$ cat src/sv/lpr_pkg.sv
// ----------------------------------------------------------------------------
// LRU page replacement package
// Shared widths and parameter defaults for the LRU page replacement block.
// ----------------------------------------------------------------------------
package lpr_pkg;

   localparam int unsigned ADDR_W         = 14;
   localparam int unsigned FRAME_OUT_W    = 2;
   localparam int unsigned PAGE_OUT_W     = 11;
   localparam int unsigned FAULT_W        = 16;
   localparam int unsigned FRAMES_DEF     = 4;
   localparam int unsigned PAGE_WORDS_DEF = 10;

endpackage

$ cat src/sv/lru_page_replacement.sv
// ----------------------------------------------------------------------------
// LRU page replacement
// Fully associative page frame set with exact least recently used ranks.
//
//   Channel   Direction   Ports                       Moves
//   req       in          req_valid/req_ready         one word address
//   rsp       out         rsp_valid/rsp_ready         hit, frame, eviction, fault total
//
// An access passes through the accepting state, the divide state in which
// the divider multiplies by the reciprocal of the page size, then the frame
// scan over the filled frames, which stops at the first hit and is
// skipped while no frame is filled, then the update state.
// Synchronous active high reset empties all frames and clears the fault count.
// A result waits in its output register while the next transfer is accepted;
// the update cycle stalls only if the previous result has not been taken.
// ----------------------------------------------------------------------------
module lru_page_replacement #(
   parameter int unsigned FRAMES     = lpr_pkg::FRAMES_DEF,
   parameter int unsigned PAGE_WORDS = lpr_pkg::PAGE_WORDS_DEF
) (
   input  logic                            clock,
   input  logic                            reset,
   input  logic                            req_valid,
   output logic                            req_ready,
   input  logic [lpr_pkg::ADDR_W-1:0]      req_access_address,
   output logic                            rsp_valid,
   input  logic                            rsp_ready,
   output logic                            rsp_hit,
   output logic [lpr_pkg::FRAME_OUT_W-1:0] rsp_frame_used,
   output logic                            rsp_evicted,
   output logic [lpr_pkg::PAGE_OUT_W-1:0]  rsp_evicted_page,
   output logic [lpr_pkg::FAULT_W-1:0]     rsp_fault_total
);
   import lpr_pkg::*;

   localparam int unsigned PAGE_W = $clog2(((2 ** ADDR_W) - 1) / PAGE_WORDS + 1);
   localparam int unsigned FIDX_W = $clog2(FRAMES);
   localparam int unsigned FILL_W = $clog2(FRAMES + 1);
   localparam logic [FILL_W-1:0] FILL_FULL = FILL_W'(FRAMES);
   localparam logic [FAULT_W-1:0] FAULT_MAX = '1;

   typedef enum logic [2:0] {
      ST_IDLE,
      ST_DIVIDE,
      ST_SCAN,
      ST_UPDATE
   } state_type;

   state_type         state_ff;
   logic [PAGE_W-1:0] resident_page_ff [FRAMES];
   logic [FIDX_W-1:0] rank_ff [FRAMES];
   logic [FIDX_W-1:0] rank_in [FRAMES];
   logic [FILL_W-1:0] frames_filled_ff;
   logic [FAULT_W-1:0] fault_ff;
   logic [FAULT_W-1:0] fault_in;

   logic [PAGE_W-1:0] page_ff;
   logic [FIDX_W-1:0] scan_idx_ff;
   logic              hit_ff;
   logic [FIDX_W-1:0] hit_idx_ff;
   logic [FIDX_W-1:0] hit_rank_ff;
   logic [FIDX_W-1:0] vic_idx_ff;
   logic [FIDX_W-1:0] vic_rank_ff;
   logic [PAGE_W-1:0] vic_page_ff;

   logic                   rsp_valid_ff;
   logic                   rsp_hit_ff;
   logic [FRAME_OUT_W-1:0] rsp_frame_ff;
   logic                   rsp_evicted_ff;
   logic [PAGE_OUT_W-1:0]  rsp_page_ff;
   logic [FAULT_W-1:0]     rsp_fault_ff;

   logic              div_start;
   logic              div_done;
   logic [ADDR_W-1:0] div_quotient;

   logic [PAGE_W-1:0] cur_page;
   logic [FIDX_W-1:0] cur_rank;
   logic              scan_last;
   logic              frames_full;
   logic              commit;
   logic              evict;
   logic              age_all;
   logic [FIDX_W-1:0] upd_frame;
   logic [FIDX_W-1:0] old_rank;
   logic              page_we;
   logic [FIDX_W+FRAME_OUT_W-1:0] frame_ext;
   logic [PAGE_W+PAGE_OUT_W-1:0]  page_ext;
   logic [FRAMES-1:0] mru_vec;

   assign req_ready = (state_ff == ST_IDLE);
   assign div_start = req_valid && req_ready;

   lpr_divider #(
      .DIVISOR (PAGE_WORDS)
   ) u_divider (
      .clock    (clock),
      .reset    (reset),
      .start    (div_start),
      .dividend (req_access_address),
      .done     (div_done),
      .quotient (div_quotient)
   );

   assign cur_page    = resident_page_ff[scan_idx_ff];
   assign cur_rank    = rank_ff[scan_idx_ff];
   assign scan_last   = ((FILL_W'(scan_idx_ff) + FILL_W'(1)) == frames_filled_ff);
   assign frames_full = (frames_filled_ff == FILL_FULL);
   assign commit      = (state_ff == ST_UPDATE) && (!rsp_valid_ff || rsp_ready);
   assign evict       = !hit_ff && frames_full;
   assign age_all     = !hit_ff && !frames_full;
   assign page_we     = commit && !hit_ff;

   always_comb begin
      if (hit_ff) begin
         upd_frame = hit_idx_ff;
         old_rank  = hit_rank_ff;
      end else if (frames_full) begin
         upd_frame = vic_idx_ff;
         old_rank  = vic_rank_ff;
      end else begin
         upd_frame = frames_filled_ff[FIDX_W-1:0];
         old_rank  = '0;
      end
   end

   always_comb begin
      for (int k = 0; k < FRAMES; k++) begin
         rank_in[k] = rank_ff[k];
         if ((FILL_W'(k) < frames_filled_ff) && (FIDX_W'(k) != upd_frame) &&
             (age_all || (rank_ff[k] < old_rank))) begin
            rank_in[k] = rank_ff[k] + FIDX_W'(1);
         end
      end
      rank_in[upd_frame] = '0;
   end

   assign fault_in  = (hit_ff || (fault_ff == FAULT_MAX)) ? fault_ff : fault_ff + FAULT_W'(1);
   assign frame_ext = {{FRAME_OUT_W{1'b0}}, upd_frame};
   assign page_ext  = {{PAGE_OUT_W{1'b0}}, vic_page_ff};

   always_ff @(posedge clock) begin
      if (page_we) begin
         resident_page_ff[upd_frame] <= page_ff;
      end
   end

   always_ff @(posedge clock) begin
      if (reset) begin
         state_ff         <= ST_IDLE;
         rsp_valid_ff     <= 1'b0;
         frames_filled_ff <= '0;
         fault_ff         <= '0;
         for (int k = 0; k < FRAMES; k++) begin
            rank_ff[k] <= '0;
         end
      end else begin
         if (commit) begin
            rsp_valid_ff <= 1'b1;
         end else if (rsp_valid_ff && rsp_ready) begin
            rsp_valid_ff <= 1'b0;
         end
         unique case (state_ff)
            ST_IDLE: begin
               if (div_start) begin
                  state_ff <= ST_DIVIDE;
               end
            end
            ST_DIVIDE: begin
               if (div_done) begin
                  page_ff     <= div_quotient[PAGE_W-1:0];
                  hit_ff      <= 1'b0;
                  scan_idx_ff <= '0;
                  state_ff    <= (frames_filled_ff == '0) ? ST_UPDATE : ST_SCAN;
               end
            end
            ST_SCAN: begin
               if ((scan_idx_ff == '0) || (cur_rank > vic_rank_ff)) begin
                  vic_idx_ff  <= scan_idx_ff;
                  vic_rank_ff <= cur_rank;
                  vic_page_ff <= cur_page;
               end
               if (cur_page == page_ff) begin
                  hit_ff      <= 1'b1;
                  hit_idx_ff  <= scan_idx_ff;
                  hit_rank_ff <= cur_rank;
                  state_ff    <= ST_UPDATE;
               end else if (scan_last) begin
                  state_ff <= ST_UPDATE;
               end else begin
                  scan_idx_ff <= scan_idx_ff + FIDX_W'(1);
               end
            end
            ST_UPDATE: begin
               if (commit) begin
                  rank_ff          <= rank_in;
                  fault_ff         <= fault_in;
                  if (age_all) begin
                     frames_filled_ff <= frames_filled_ff + FILL_W'(1);
                  end
                  rsp_hit_ff       <= hit_ff;
                  rsp_frame_ff     <= frame_ext[FRAME_OUT_W-1:0];
                  rsp_evicted_ff   <= evict;
                  rsp_page_ff      <= evict ? page_ext[PAGE_OUT_W-1:0] : '0;
                  rsp_fault_ff     <= fault_in;
                  state_ff         <= ST_IDLE;
               end
            end
            default: begin
               state_ff <= ST_IDLE;
            end
         endcase
      end
   end

   assign rsp_valid        = rsp_valid_ff;
   assign rsp_hit          = rsp_hit_ff;
   assign rsp_frame_used   = rsp_frame_ff;
   assign rsp_evicted      = rsp_evicted_ff;
   assign rsp_evicted_page = rsp_page_ff;
   assign rsp_fault_total  = rsp_fault_ff;

   always_comb begin
      for (int k = 0; k < FRAMES; k++) begin
         mru_vec[k] = (FILL_W'(k) < frames_filled_ff) && (rank_ff[k] == '0);
      end
   end

   a_fill_bound: assert property (@(posedge clock) disable iff (reset)
      frames_filled_ff <= FILL_FULL)
      else $error("frame fill count exceeds the number of frames");

   a_one_mru: assert property (@(posedge clock) disable iff (reset)
      (frames_filled_ff != '0) |-> $onehot(mru_vec))
      else $error("filled frames do not hold exactly one most recent rank");

   a_busy_after_req: assert property (@(posedge clock) disable iff (reset)
      (req_valid && req_ready) |=> !req_ready)
      else $error("block ready again right after an input transfer");

   a_evict_full: assert property (@(posedge clock) disable iff (reset)
      (rsp_valid && rsp_evicted) |-> (!rsp_hit && frames_full))
      else $error("eviction reported on a hit or with an empty frame");

endmodule

$ cat src/sv/lpr_divider.sv
// ----------------------------------------------------------------------------
// LRU page replacement divider
// Divides by a constant through multiplication by a scaled reciprocal; the
// quotient is registered and valid in the cycle after start.
// ----------------------------------------------------------------------------
module lpr_divider #(
   parameter int unsigned DIVISOR = lpr_pkg::PAGE_WORDS_DEF
) (
   input  logic                       clock,
   input  logic                       reset,
   input  logic                       start,
   input  logic [lpr_pkg::ADDR_W-1:0] dividend,
   output logic                       done,
   output logic [lpr_pkg::ADDR_W-1:0] quotient
);
   import lpr_pkg::*;

   localparam int unsigned SHIFT  = ADDR_W + $clog2(DIVISOR);
   localparam int unsigned PROD_W = SHIFT + ADDR_W;
   localparam logic [PROD_W-1:0] RECIP = PROD_W'(((2 ** SHIFT) + DIVISOR - 1) / DIVISOR);

   logic              done_ff;
   logic [ADDR_W-1:0] quot_ff;
   logic [PROD_W-1:0] product;

   assign product = PROD_W'(dividend) * RECIP;

   always_ff @(posedge clock) begin
      if (reset) begin
         done_ff <= 1'b0;
      end else begin
         done_ff <= start;
         if (start) begin
            quot_ff <= product[PROD_W-1:SHIFT];
         end
      end
   end

   assign done     = done_ff;
   assign quotient = quot_ff;

endmodule
$ cat config.mk
export PLATFORM = sky130hd
export DESIGN_NAME = lru_page_replacement
export DESIGN_NICKNAME = d
export VERILOG_FILES = /design/src/sv/lpr_pkg.sv /design/src/sv/lru_page_replacement.sv /design/src/sv/lpr_divider.sv
export SDC_FILE = /design/constraint.sdc
export NUM_CORES = 1
export LEC_CHECK = 0
export ABC_AREA = 0
export BUFFER_PORTS_ARGS = -buffer_cell sky130_fd_sc_hd__buf_2
export CAP_MARGIN = 10
export CORE_MARGIN = 5
export CORE_UTILIZATION = 60
export DETAILED_ROUTE_END_ITERATION = 8
export HOLD_SLACK_MARGIN = 0.05
export PLACE_DENSITY = 0.77
export SLEW_MARGIN = 20
export SYNTH_ARGS = -nofsm -noshare
export SYNTH_HDL_FRONTEND = slang
export SYNTH_HIERARCHICAL = 1
export SYNTH_SLANG_ARGS = --single-unit
$ cat constraint.sdc
create_clock -name clock -period 7.6 [get_ports clock]
set_input_delay 0 -clock clock [delete_from_list [all_inputs] [get_ports clock]]
set_output_delay 0 -clock clock [all_outputs]
set_load 0.005 [all_outputs]
==> Word-level counts from Yosys, hierarchy flattened <==
Memories as Yosys holds them, arrays and structs flattened. A register that Yosys moved wholly into a read port is not among the register bits.
Index checks and enable logic that the tools add are counted.
{ "classes": {"add_sub_neg": 8, "mul": 1, "magnitude_cmp": 12, "n_eq_ne": 17, "mux": 33, "bitwise": 5, "reduce_logical": 41} }
{ "ops": {"columns": ["cell", "count"], "rows": [
  ["2-to-1 mux 2 bit", 15],
  ["multiplier 14 x 15 -> 29 bit (second input constant)", 1],
  ["adder 16 x 1 -> 16 bit (second input constant)", 1],
  ["== test 16 bit (second input constant)", 1],
  ["2-to-1 mux 16 bit", 1],
  ["logical AND 1 bit", 15],
  ["2-to-1 mux 3 bit", 5],
  ["AND reduction 3 bit", 5],
  ["case mux 3 bit (4 select lines)", 1],
  ["== test 11 bit", 1],
  ["adder 2 x 1 -> 2 bit (second input constant)", 5],
  ["bitwise AND 8 bit", 1],
  ["less-than comparator 2 bit", 4],
  ["inequality test 2 bit (second input constant)", 4],
  ["NOT 8 bit", 1],
  ["AND reduction 4 bit", 2],
  ["logical OR 1 bit", 7],
  ["2-to-1 mux 1 bit", 7],
  ["== test 3 x 2 -> 1 bit (second input constant)", 2],
  ["greater-or-equal comparator 3 bit (second input constant)", 2],
  ["logical NOT 3 bit", 2],
  ["less-than comparator 1 x 3 -> 1 bit (first input constant)", 2],
  ["less-than comparator 2 x 3 -> 1 bit (first input constant)", 2],
  ["NOT 2 -> 3 bit", 2],
  ["21 further kinds", 28]
]} }
{ "word_totals": {"ff_bits": 107, "mem_bits_rw": 44, "in_bits": 18, "out_inout_bits": 33, "elab_cells": 141, "n_memories": 1} }
{ "memory_table": {"columns": ["memory", "depth", "width", "read_ports", "rd_clocked_by_memory_dff", "write_ports", "line", "rtl"], "rows": [
  ["resident_page_ff", 4, 11, 1, 1, 1, "lru_page_replacement.sv:50", "logic [PAGE_W-1:0] resident_page_ff [FRAMES];"]
]} }

==> Depth between registers and ports, before layout <==
Gate-level depths: netlist (run 1).
{ "logic_depth": {"depth_word": 10, "ltp_mapped": 19, "ltp_nobuf": 19} }

==> Hierarchy <==
The synthesis (run 1) kept the hierarchy.
{ "by_module_without_submodules": {"columns": ["mod", "instances", "cells_per_inst", "area_per_inst_um2", "seq_area_each_um2"], "rows": [
  ["lru_page_replacement", 1, 445, 6068.3, 3883.7],
  ["lpr_divider", 1, 405, 3986.3, 350.3]
]} }

==> Least setup slack after synthesis (run 1) <==
OpenSTA, ideal clock, no wires.
{ "synth_path": {"path_type": "input -> register", "from": "input req_access_address[11] in the netlist's numbering", "to": "register u_divider.quot_ff[9] (netlist: u_divider/quotient[9]), data pin", "t_arrival_ns": 4.621, "t_required_ns": 7.328, "setup_slack_ns": 2.707, "path_stages": 17, "path_buffers": 0, "cell_sequence": "fa_1 -> fa_1 -> fa_1 -> inv_1 -> fa_1 -> inv_1 -> fa_1 -> inv_1 -> fa_1 -> inv_1 -> ha_1 -> a21oi_1 -> o21ai_0 -> a32o_1 -> nor3_1 -> nor3_1 -> or4_1"} }
{ "synth_between": {"elab_chain_cells": 1} }
{ "synth_rtl": {"columns": ["item", "line", "rtl"], "rows": [
  ["from (decl)", "lru_page_replacement.sv:25", "input logic [lpr_pkg::ADDR_W-1:0] req_access_address,"],
  ["multiplier 14 x 15 -> 29 bit", "lpr_divider.sv:26", "assign product = PROD_W'(dividend) * RECIP;"],
  ["net u_divider.product[27]", "lpr_divider.sv:24", "logic [PROD_W-1:0] product;"],
  ["to (signal assigned)", "lpr_divider.sv:34", "quot_ff <= product[PROD_W-1:SHIFT];"],
  ["to (decl)", "lpr_divider.sv:23", "logic [ADDR_W-1:0] quot_ff;"]
]} }
The timed path passes the listed nets, and every way through them passes these cells.
A chain may end at the register's enable or synchronous reset.

==> Worst setup path after layout (run 1) <==
{ "layout_path": {"from": "input req_access_address[12] in the netlist's numbering", "to": "register u_divider.quot_ff[9] (netlist: u_divider/quotient[9]), data pin"} }
Same word-level chain as after synthesis.

==> results of run 1 <==
[state kept, by name (all words and copies together), names as in the netlist, 3 cells and up, named ones only]
register            flops
resident_page_ff       44
fault_ff               16
rsp_fault_total        16
page_ff                11
rsp_evicted_page       11
u_divider/quotient     11
vic_page_ff            11
rank_ff                 8
frames_filled_ff        3
[worst paths after layout]
check                         start               endpoint  slack (ns)
max          req_access_address[12]  u_divider/quotient[9]        2.74
min                           reset           fault_ff[11]        0.14
max reg2reg                    flop          hit_idx_ff[0]        4.62
min reg2reg   u_divider/quotient[8]             page_ff[8]        0.42
[through the flow]
stage                     hold WS (ns)  cell area [sq um]  power [uW]  setup WS (ns)  utilization, %
after floorplan                 0.0716              10000        2540           2.71               -
after global placement           0.330              10500        2910           2.40            63.6
final                            0.143              11100        3800           2.74            67.5
after CTS                        0.128              11100        3810           2.74            67.4
after detailed placement         0.337              10500        2940           2.28            63.6
after global routing             0.177              11100        4120           2.45            67.5
[metal layers]
metal  wire, um  up-vias  share of wire, %  GRT usage [%]
met2       9650      150                52           35.7
met4        382        0               2.0           6.95
met3        710       32               3.8           3.91
met5          0        -                 0              0
met1       7960     3038                43           25.5
li1           -     3055                 -              -
[timing repair]
action,in CTS,in global routing
hold endpoints to repair,2,0
hold buffers,2,0
setup endpoints to repair,0,0
[power by group through the flow]
stage	logic (uW)	clock network (uW)	registers, uW
after floorplan	1470	0	1060
after global placement	1810	0	1100
after detailed placement	1840	0	1100
after CTS	1860	866	1090
after global routing	2120	903	1090
final	1860	851	1080
[area by class of cell]
class                           count  area (sq um)  share of cell area (%)
Tap cell                          220           275                    2.48
Inverter                          128           480                    4.33
Clock buffer                       19           433                    3.90
Clock inverter                     13           170                    1.53
Multi-Input combinational cell    543          5220                    47.0
Timing Repair Buffer               55           293                    2.64
Sequential cell                   152          4230                    38.1
[placed cells by master, fill, tap and decap left out, types with 17 or more instances in the layout]
cell         n
a21oi_1     33
buf_2       50
clkbuf_16   17
dfxtp_1     33
edfxtp_1   119
fa_1        60
ha_1       112
inv_1      128
nand2_1     37
nor2_1      42
nor3_1      17
xnor2_1     39
xor2_1      19
==> results.rst, run 1 <==
.. list-table::
   :header-rows: 1

   * - Metric
     - Value
   * - Outcome
     - complete, no violations
   * - DRC Markers
     - 0
   * - Fraction of layout cells with a size suffix above 1
     - around an eighth
   * - Sort of element at the end of the critical path
     - flop
   * - Largest delay share family, worst path
     - adder cells
   * - Total of fill cells in the finished design
     - 1207
   * - Number of hold violations in the final report
     - 0
   * - Non-Filler Instances
     - between 1000 and 1500
   * - Post-Syn Area per Cell
     - 11.9 sq um
   * - Hold-critical path depth
     - 2
   * - Slew at the pin closest to its max-slew limit
     - 0.909 ns
   * - Worst R2R Path Depth
     - 5
   * - Bufs and invs on worst path
     - 7
   * - DRT Pass-1 Iters
     - 4
   * - Starting DRT DRC Count
     - 301
   * - Count of H-tree levels built during CTS
     - 4
   * - NetSw
     - between 1000 and 1500 uW
   * - P_leak
     - about 0.0047 uW
   * - Fin nets
     - ~1100
   * - Setup clock skew after layout
     - around 0.0087 ns
   * - Max-cap violation count
     - 0
   * - Launching element type of the critical path
     - input port
   * - Mapped cell area
     - 10000 sq um
   * - Global-route usage over all layers
     - 20.4%
   * - Gp weighted congestion
     - roughly 0.93
   * - Total negative slack
     - 0 ns
   * - Switching share of power
     - 38.1%
   * - Post-synth net total
     - approximately 1000
   * - Count of final max-slew check failures
     - 0
   * - Die extent in y
     - 139 um
   * - HPWL after DPL
     - roughly 14000 um
   * - Series of cell instances along the critical path
     - buf_2 > inv_1 > ha_1 > inv_1 > fa_1 > fa_1 > inv_1 > fa_1 > inv_1 > fa_1 > inv_1 > fa_1 > inv_1 > ha_1 > a21oi_1 > o21ai_0 > a32o_1 > nor3_1 > nor3_1 > or4_1
   * - Power share of the clock group
     - around 22%
   * - Library cell contributing the largest single delay on the critical path
     - fa_1
   * - Area of the placeable core
     - ~16000 sq um
   * - Number of routed nets with antenna violations
     - 0
   * - Post-layout minimum cycle time
     - 4.86 ns
   * - Most numerous cell on the critical path
     - inv_1
   * - Post-cts sizing count
     - 0
   * - Worst EP required
     - a little under 8 ns
   * - Total number of yosys warnings
     - 6
   * - Root cell of the clock tree
     - clkbuf_16
   * - Sink count of the clock tree
     - approximately 150
   * - Critical Path AT
     - 5.02 ns
   * - Initial Utilization
     - 60.9%
   * - Vias post-DR
     - roughly 6300
   * - Ant diodes
     - 0
   * - Pin count of the biggest net entering global routing
     - 41
   * - Area added between synthesis and finish
     - 10.8%
   * - Internal portion of total power
     - about 2400 uW
   * - Start-to-end type of the worst setup path
     - in2reg
   * - Power per unit of standard cell area
     - 342 nW/um^2
   * - Combinational cell fraction of total power
     - between 40% and 50%
   * - Final cycle utilization of the critical path
     - 64.0%
   * - Clock tree from TritonCTS
     - done
   * - Overflow after GRT
     - 0
   * - Routed wire length per instance
     - ~17 um
   * - Number of instances in the synthesized netlist
     - approximately 850
   * - Type of the most critical hold path
     - in2reg
   * - Global-route wire length before repair
     - between 30000 and 40000 um
   * - Clock slew seen by the registers of the worst setup and hold paths
     - about 0.060 ns
   * - Worst stage delay on the critical path
     - approximately 0.55 ns
   * - Number of placed instances with taps included
     - between 1000 and 1500
   * - Final setup violation count
     - 0
   * - Die outline area
     - slightly below 20000 sq um
   * - Crit. path cell count
     - 20
   * - Number of buffers created by CTS
     - 17
   * - Setup fix buffers added after clock tree synthesis
     - 0
   * - Final wirelength
     - approximately 19000 um
   * - # rows
     - 47
   * - Antenna violations before repair
     - 0
   * - Avg Vias per Cell
     - between 5 and 6
   * - Maximum clock insertion buffer count
     - 2
   * - Clock latency at the later pin of the worst-skew pair
     - 0.42 ns
   * - Headroom to the max-slew limit
     - approximately two fifths
   * - Count of pins on the block boundary
     - between 50 and 60
   * - Share of total power in sequential cells
     - between 20% and 30%
   * - Setup repair after global routing missed its margin
     - no
   * - Number of port buffers
     - 50
   * - Highest ir drop seen on vdd
     - between 0.0002 and 0.00025 V
   * - Worst Path Max Fanout
     - 5
   * - Via count of the first global-routing pass
     - ~6500
   * - Highest clock frequency the design can meet
     - approximately 200 MHz
   * - Die Span X
     - around 140 um
Power figures use the tool's default switching activity.
==> inputs of run 2 (changes only) <==
--- a/config.mk
+++ b/config.mk
@@ -5,7 +5,7 @@
 export SDC_FILE = /design/constraint.sdc
 export NUM_CORES = 1
 export LEC_CHECK = 0
-export ABC_AREA = 0
+export ABC_AREA = 1
 export BUFFER_PORTS_ARGS = -buffer_cell sky130_fd_sc_hd__buf_2
 export CAP_MARGIN = 10
 export CORE_MARGIN = 5
==> constraint.sdc (replaced) <==
create_clock -name clock -period 4.9 [get_ports clock]
set_input_delay 0 -clock clock [delete_from_list [all_inputs] [get_ports clock]]
set_output_delay 0 -clock clock [all_outputs]
set_load 0.005 [all_outputs]
==> results.rst, run 2 <==
.. list-table::
   :header-rows: 1

   * - Metric
     - Value
   * - Outcome
     - complete, no violations
   * - Die extent in y
     - 145 um
   * - Number of instances in the synthesized netlist
     - 1258
   * - Routed wire length per instance
     - ~14 um
   * - Die outline area
     - 20900 sq um
   * - Count of H-tree levels built during CTS
     - 4
   * - Setup fix buffers added after clock tree synthesis
     - 0
   * - Setup repair after global routing missed its margin
     - no
   * - P_leak
     - between 0.005 and 0.006 uW
   * - Fraction of layout cells with a size suffix above 1
     - 8.73%
   * - Clock tree from TritonCTS
     - done
   * - Mapped cell area
     - 10900 sq um
   * - Starting DRT DRC Count
     - 515
   * - Number of hold violations in the final report
     - 0
   * - Global-route wire length before repair
     - roughly 36000 um
   * - Overflow after GRT
     - 0
   * - # rows
     - between 40 and 50
   * - Final setup violation count
     - 0
   * - Reg-to-reg slack, setup
     - around 1.9 ns
   * - DRC Markers
     - 0
   * - Number of buffers created by CTS
     - 17
   * - Share of total power in sequential cells
     - a little over a quarter
   * - Worst slack, placed
     - slightly below 0.2 ns
   * - Final cycle utilization of the critical path
     - 86.7%
   * - Count of pins on the block boundary
     - slightly above 50
   * - Worst Path Max Fanout
     - 4
   * - Antenna violations before repair
     - 0
   * - Launch instance of the worst min-delay path
     - reset
   * - Max-cap violation count
     - 0
   * - Switching share of power
     - ~45%
   * - Via count of the first global-routing pass
     - 7942
   * - Launching element type of the critical path
     - input port
   * - Die Span X
     - roughly 140 um
   * - Total number of yosys warnings
     - 6
   * - Worst R2R Path Depth
     - 10
   * - Post-layout minimum cycle time
     - about 4.2 ns
   * - Area added between synthesis and finish
     - 9.91%
   * - Highest-count cells in the layout ignoring fill and taps
     - nand2_1 (297), inv_1 (294), edfxtp_1 (119)
   * - CP Launch Point
     - req_access_address[12]
   * - Area of the placeable core
     - between 15000 and 20000 sq um
   * - Critical Path AT
     - between 4 and 5 ns
   * - Number of flip-flops under the largest register name
     - between 40 and 50
   * - Highest ir drop seen on vdd
     - 0.000352 V
   * - Maximum clock insertion buffer count
     - 2
   * - NetSw
     - 2990 uW
   * - Worst EP required
     - approximately 5.1 ns
   * - HPWL after DPL
     - about 17000 um
   * - Root cell of the clock tree
     - clkbuf_16
   * - Vias post-DR
     - a little over 8000
   * - Hold EP
     - rsp_valid
   * - Gp weighted congestion
     - 0.949
   * - Total negative slack
     - 0 ns
   * - Sink count of the clock tree
     - between 150 and 200
   * - Start-to-end type of the worst setup path
     - in2reg
   * - Headroom to the max-slew limit
     - a little over a quarter
   * - Clock slew seen by the registers of the worst setup and hold paths
     - roughly 0.06 ns
   * - Pin count of the biggest net entering global routing
     - 36
   * - Avg Vias per Cell
     - between 5 and 6
   * - Sort of element at the end of the critical path
     - flop
   * - Global-route usage over all layers
     - a little over a fifth
   * - End of the worst register-to-register path
     - hit_rank_ff[0]
   * - Final critical-path setup slack
     - about 0.65 ns
   * - Number of routed nets with antenna violations
     - 0
   * - Number of placed instances with taps included
     - 1524
   * - Post-Syn Area per Cell
     - 8.65 sq um
   * - Hold-critical path depth
     - 2
   * - Clock latency at the later pin of the worst-skew pair
     - 0.42 ns
   * - Non-Filler Instances
     - between 1500 and 2000
   * - Count of hold buffers inserted by post-cts repair
     - 3
   * - Fin nets
     - approximately 1500
   * - Largest register by flop count
     - resident_page_ff
   * - Post-synth net total
     - roughly 1400
   * - Initial Utilization
     - around three fifths
   * - Setup clock skew after layout
     - ~0.0086 ns
   * - Combinational cell fraction of total power
     - a little under three fifths
   * - Slew at the pin closest to its max-slew limit
     - roughly 1.1 ns
   * - Final wirelength
     - 21400 um
   * - Count of final max-slew check failures
     - 0
   * - Number of port buffers
     - 50
   * - Power per unit of standard cell area
     - 558 nW/um^2
   * - Type of the most critical hold path
     - in2reg
   * - Highest clock frequency the design can meet
     - 235 MHz
   * - Internal portion of total power
     - 3680 uW
   * - Post-cts sizing count
     - 0
   * - Most frequent standard cell in the layout excluding fill and tap cells
     - nand2_1
   * - DRT Pass-1 Iters
     - 5
   * - Power share of the clock group
     - 18.4%
   * - Ant diodes
     - 0
-- run 2: power by group through the flow --
stage          Combinational [uW]  Sequential (uW)  Clock, uW
6_report                     3700             1740       1230
5_1_grt                      4270             1760       1320
2_1_floorplan                2870             1710          0
4_1_cts                      3700             1740       1250
3_5_place_dp                 3660             1770          0
3_3_place_gp                 3590             1760          0
-- run 2: worst max path at each step --
stage,endpoint,depth (start not counted)
2_1_floorplan,u_divider/quotient[8],20
3_3_place_gp,u_divider/quotient[8],23
3_5_place_dp,u_divider/quotient[8],23
4_1_cts,u_divider/quotient[8],23
5_1_grt,u_divider/quotient[8],23
6_report,u_divider/quotient[8],23
-- run 2: through the flow --
stage / utilization [%] / instance area [sq um] / power (uW) / hold WS, ns
after floorplan: - / 10900 / 4580 / 0.0724
after global placement: 63.5 / 11400 / 5350 / 0.309
after detailed placement: 63.5 / 11400 / 5430 / 0.326
after CTS: 66.8 / 12000 / 6690 / 0.0752
after global routing: 66.8 / 12000 / 7350 / 0.100
final: 66.8 / 12000 / 6680 / 0.103
-- run 2: cell type report --
| class | count | area, sq um |
|---|---|---|
| well taps | 229 | 287 |
| repair buffers | 54 | 288 |
| clock inverters | 12 | 128 |
| inverters | 304 | 1140 |
| clock buffers | 19 | 433 |
| fillers | 1431 | 5940 |
| multi-input cells | 788 | 5450 |
| flip-flops and latches | 152 | 4230 |
-- run 2: critical path: stages --
cell,delay [ns]
buf_2,0.13
inv_1,0.05
ha_1,0.28
inv_1,0.15
fa_1,0.44
fa_1,0.53
inv_1,0.06
fa_1,0.53
inv_1,0.06
fa_1,0.54
inv_1,0.06
fa_1,0.49
inv_1,0.04
ha_1,0.30
nand2_1,0.10
inv_1,0.08
nand2_1,0.08
nor2_1,0.15
nand2_1,0.08
nor2_1,0.08
nand2_1,0.07
nand4_1,0.07
nand2_1,0.05
-- run 2: per-layer routing --
metal | routed length (um) | up-vias | share of wire, % | global-route usage (%)
met5 | 0 | - | 0 | 0
met4 | 504 | 0 | 2.4 | 7.02
met3 | 927 | 36 | 4.3 | 3.98
met2 | 11100 | 188 | 52 | 38.5
met1 | 8930 | 3764 | 42 | 26.6
li1 | - | 4082 | - | -
==> inputs of run 3 (changes only) <==
--- a/config.mk
+++ b/config.mk
@@ -8,13 +8,16 @@
 export ABC_AREA = 1
 export BUFFER_PORTS_ARGS = -buffer_cell sky130_fd_sc_hd__buf_2
 export CAP_MARGIN = 10
+export CELL_PAD_IN_SITES_DETAIL_PLACEMENT = 0
+export CELL_PAD_IN_SITES_GLOBAL_PLACEMENT = 2
 export CORE_MARGIN = 5
-export CORE_UTILIZATION = 60
+export CORE_UTILIZATION = 39
 export DETAILED_ROUTE_END_ITERATION = 8
 export HOLD_SLACK_MARGIN = 0.05
-export PLACE_DENSITY = 0.77
+export PLACE_DENSITY = 0.8
 export SLEW_MARGIN = 20
 export SYNTH_ARGS = -nofsm -noshare
 export SYNTH_HDL_FRONTEND = slang
 export SYNTH_HIERARCHICAL = 1
 export SYNTH_SLANG_ARGS = --single-unit
+export TNS_END_PERCENT = 1
==> results.rst, run 3 (synthesized netlist as in run 2, its figures left out) <==
.. list-table::
   :header-rows: 1

   * - Metric
     - Value
   * - Ant diodes
     - 0
   * - Clock tree from TritonCTS
     - done
   * - Initial Utilization
     - 39.3%
   * - Number of flip-flops under the largest register name
     - 44
   * - Global-route wire length before repair
     - slightly below 40000 um
   * - Highest ir drop seen on vdd
     - roughly 0.00023 V
   * - Antenna violations before repair
     - 0
   * - Die Span X
     - ~180 um
   * - Internal portion of total power
     - between 3000 and 4000 uW
   * - Overflow after GRT
     - 0
   * - Headroom to the max-slew limit
     - between 30% and 40%
   * - Highest-count cells in the layout ignoring fill and taps
     - nand2_1 (297), inv_1 (294), edfxtp_1 (119)
   * - Power share of the clock group
     - around a fifth
   * - Worst slack, placed
     - about 0.17 ns
   * - Post-cts sizing count
     - 0
   * - Final wirelength
     - between 20000 and 25000 um
   * - Clock slew seen by the registers of the worst setup and hold paths
     - approximately 0.07 ns
   * - Critical Path AT
     - 4.41 ns
   * - Count of final max-slew check failures
     - 0
   * - Count of H-tree levels built during CTS
     - 4
   * - DRC Markers
     - 0
   * - Gp weighted congestion
     - ~0.81
   * - Largest register by flop count
     - resident_page_ff
   * - Launching element type of the critical path
     - input port
   * - Maximum clock insertion buffer count
     - 2
   * - Switching share of power
     - between 40% and 50%
   * - Most frequent standard cell in the layout excluding fill and tap cells
     - nand2_1
   * - Bufs and invs on worst path
     - 6
   * - Die extent in y
     - around 180 um
   * - Setup clock skew after layout
     - a little over 0.009 ns
   * - Series of cell instances along the critical path
     - buf_2 > fa_1 > fa_1 > fa_1 > inv_1 > fa_1 > inv_1 > fa_1 > inv_1 > fa_1 > inv_1 > ha_1 > nand2_1 > inv_1 > nand2_1 > nor2_1 > nand2_1 > nor2_1 > nand2_1 > nand4_1 > nand2_1
   * - Sort of element at the end of the critical path
     - flop
   * - Area added between synthesis and finish
     - 12.2%
   * - R2r startpoint
     - frames_filled_ff[0]
   * - P_leak
     - 0.00601 uW
   * - Highest clock frequency the design can meet
     - 236 MHz
   * - Outcome
     - complete, no violations
   * - NetSw
     - 3100 uW
   * - Max-cap violation count
     - 0
   * - Total power after layout
     - between 6000 and 7000 uW
   * - Reg-to-reg slack, setup
     - about 2.1 ns
   * - Clock latency at the later pin of the worst-skew pair
     - roughly 0.42 ns
   * - Worst Path Max Fanout
     - 4
   * - Setup fix buffers added after clock tree synthesis
     - 0
   * - Worst EP required
     - just over 5 ns
   * - Type of the most critical hold path
     - in2reg
   * - Final setup violation count
     - 0
   * - Hold EP
     - rsp_valid
   * - Setup repair after global routing missed its margin
     - no
   * - Library cell contributing the largest single delay on the critical path
     - fa_1
   * - Post-layout minimum cycle time
     - around 4.2 ns
   * - Share of total power in sequential cells
     - about a quarter
   * - Combinational cell fraction of total power
     - between 50% and 60%
   * - Starting DRT DRC Count
     - 361
   * - Avg Vias per Cell
     - ~4.5
   * - Die outline area
     - 31300 sq um
   * - DRT Pass-1 Iters
     - 5
   * - Largest delay share family, worst path
     - adder cells
   * - Area of the placeable core
     - approximately 28000 sq um
   * - Number of hold violations in the final report
     - 0
   * - Power per unit of standard cell area
     - about 560 nW/um^2
   * - Slew at the pin closest to its max-slew limit
     - 1.03 ns
   * - End of the worst register-to-register path
     - resident_page_ff[2][7]
   * - Count of pins on the block boundary
     - 51
   * - Sink count of the clock tree
     - ~150
   * - Vias post-DR
     - 7740
   * - Global-route usage over all layers
     - between 10% and 20%
   * - Number of routed nets with antenna violations
     - 0
   * - HPWL after DPL
     - 19100 um
   * - Number of buffers created by CTS
     - 17
   * - CP Launch Point
     - req_access_address[11]
   * - Routed wire length per instance
     - around 14 um
   * - Final cycle utilization of the critical path
     - between 80% and 90%
   * - Pin count of the biggest net entering global routing
     - 35
   * - Most numerous cell on the critical path
     - fa_1
   * - Launch instance of the worst min-delay path
     - reset
   * - Total negative slack
     - 0 ns
   * - Final design utilization
     - 44.1%
   * - Final critical-path setup slack
     - between 0.6 and 0.7 ns
   * - # rows
     - slightly above 60
   * - Worst R2R Path Depth
     - 7
   * - Start-to-end type of the worst setup path
     - in2reg
   * - Total of fill cells in the finished design
     - ~2800
   * - Via count of the first global-routing pass
     - just under 8000
   * - Worst stage delay on the critical path
     - roughly 0.52 ns
   * - Fraction of layout cells with a size suffix above 1
     - a little under a tenth
   * - Fin nets
     - 1510
   * - Root cell of the clock tree
     - clkbuf_16
   * - Number of port buffers
     - 50
   * - Hold-critical path depth
     - 2
## run 3: final cells by class
cell class,count,area [sq um],area share [%]
clock buffer,18,429,3.51
tap,378,473,3.87
timing repair buffer,57,310,2.54
sequential,152,4230,34.7
inverter,304,1140,9.34
multi-input combinational,788,5450,44.6
clock inverter,14,179,1.46
## run 3: stage by stage
step	instance area, sq um	hold slack, ns	cells
after CTS	12200	0.0587	1711
after floorplan	10900	0.0724	1258
after global placement	11600	0.280	1676
after detailed placement	11600	0.285	1676
final	12200	0.0767	1711
after global routing	12200	0.114	1711
## run 3: power groups by stage
stage	logic [uW]	clock network (uW)	registers (uW)
2_1_floorplan	2870	0	1710
3_3_place_gp	3860	0	1750
3_5_place_dp	3850	0	1750
4_1_cts	3870	1380	1720
5_1_grt	4440	1430	1740
6_report	3750	1340	1720
## run 3: worst reg2reg max path, stage by stage (launching register included)
cell and delay, ns:
dfxtp_1 0.45, inv_1 0.14, ha_1 0.24, nand2_1 0.14, nand2_2 0.15, o211ai_2 0.37, nand4_2 0.28, nor2_2 0.63
## run 3: metal layers
layer | vias up | routed length [um] | GRT usage [%]
met5 | - | 0 | 0
met4 | 0 | 415 | 4.42
met3 | 21 | 523 | 1.99
met2 | 85 | 11800 | 28.2
met1 | 3544 | 10800 | 20.1
li1 | 4090 | - | -
## run 3: worst max-delay path by stage
stage	slack (ns)	cells after the start	to
4_1_cts	0.63	21	u_divider/quotient[8]
3_5_place_dp	0.17	21	u_divider/quotient[8]
5_1_grt	0.33	23	u_divider/quotient[8]
3_3_place_gp	0.18	21	u_divider/quotient[8]
2_1_floorplan	0.63	20	u_divider/quotient[8]
6_report	0.67	21	u_divider/quotient[8]
## run 3: repair_timing
action,CTS,global route
hold endpoints to repair,2,0
setup endpoints to repair,0,0
hold buffers,3,0
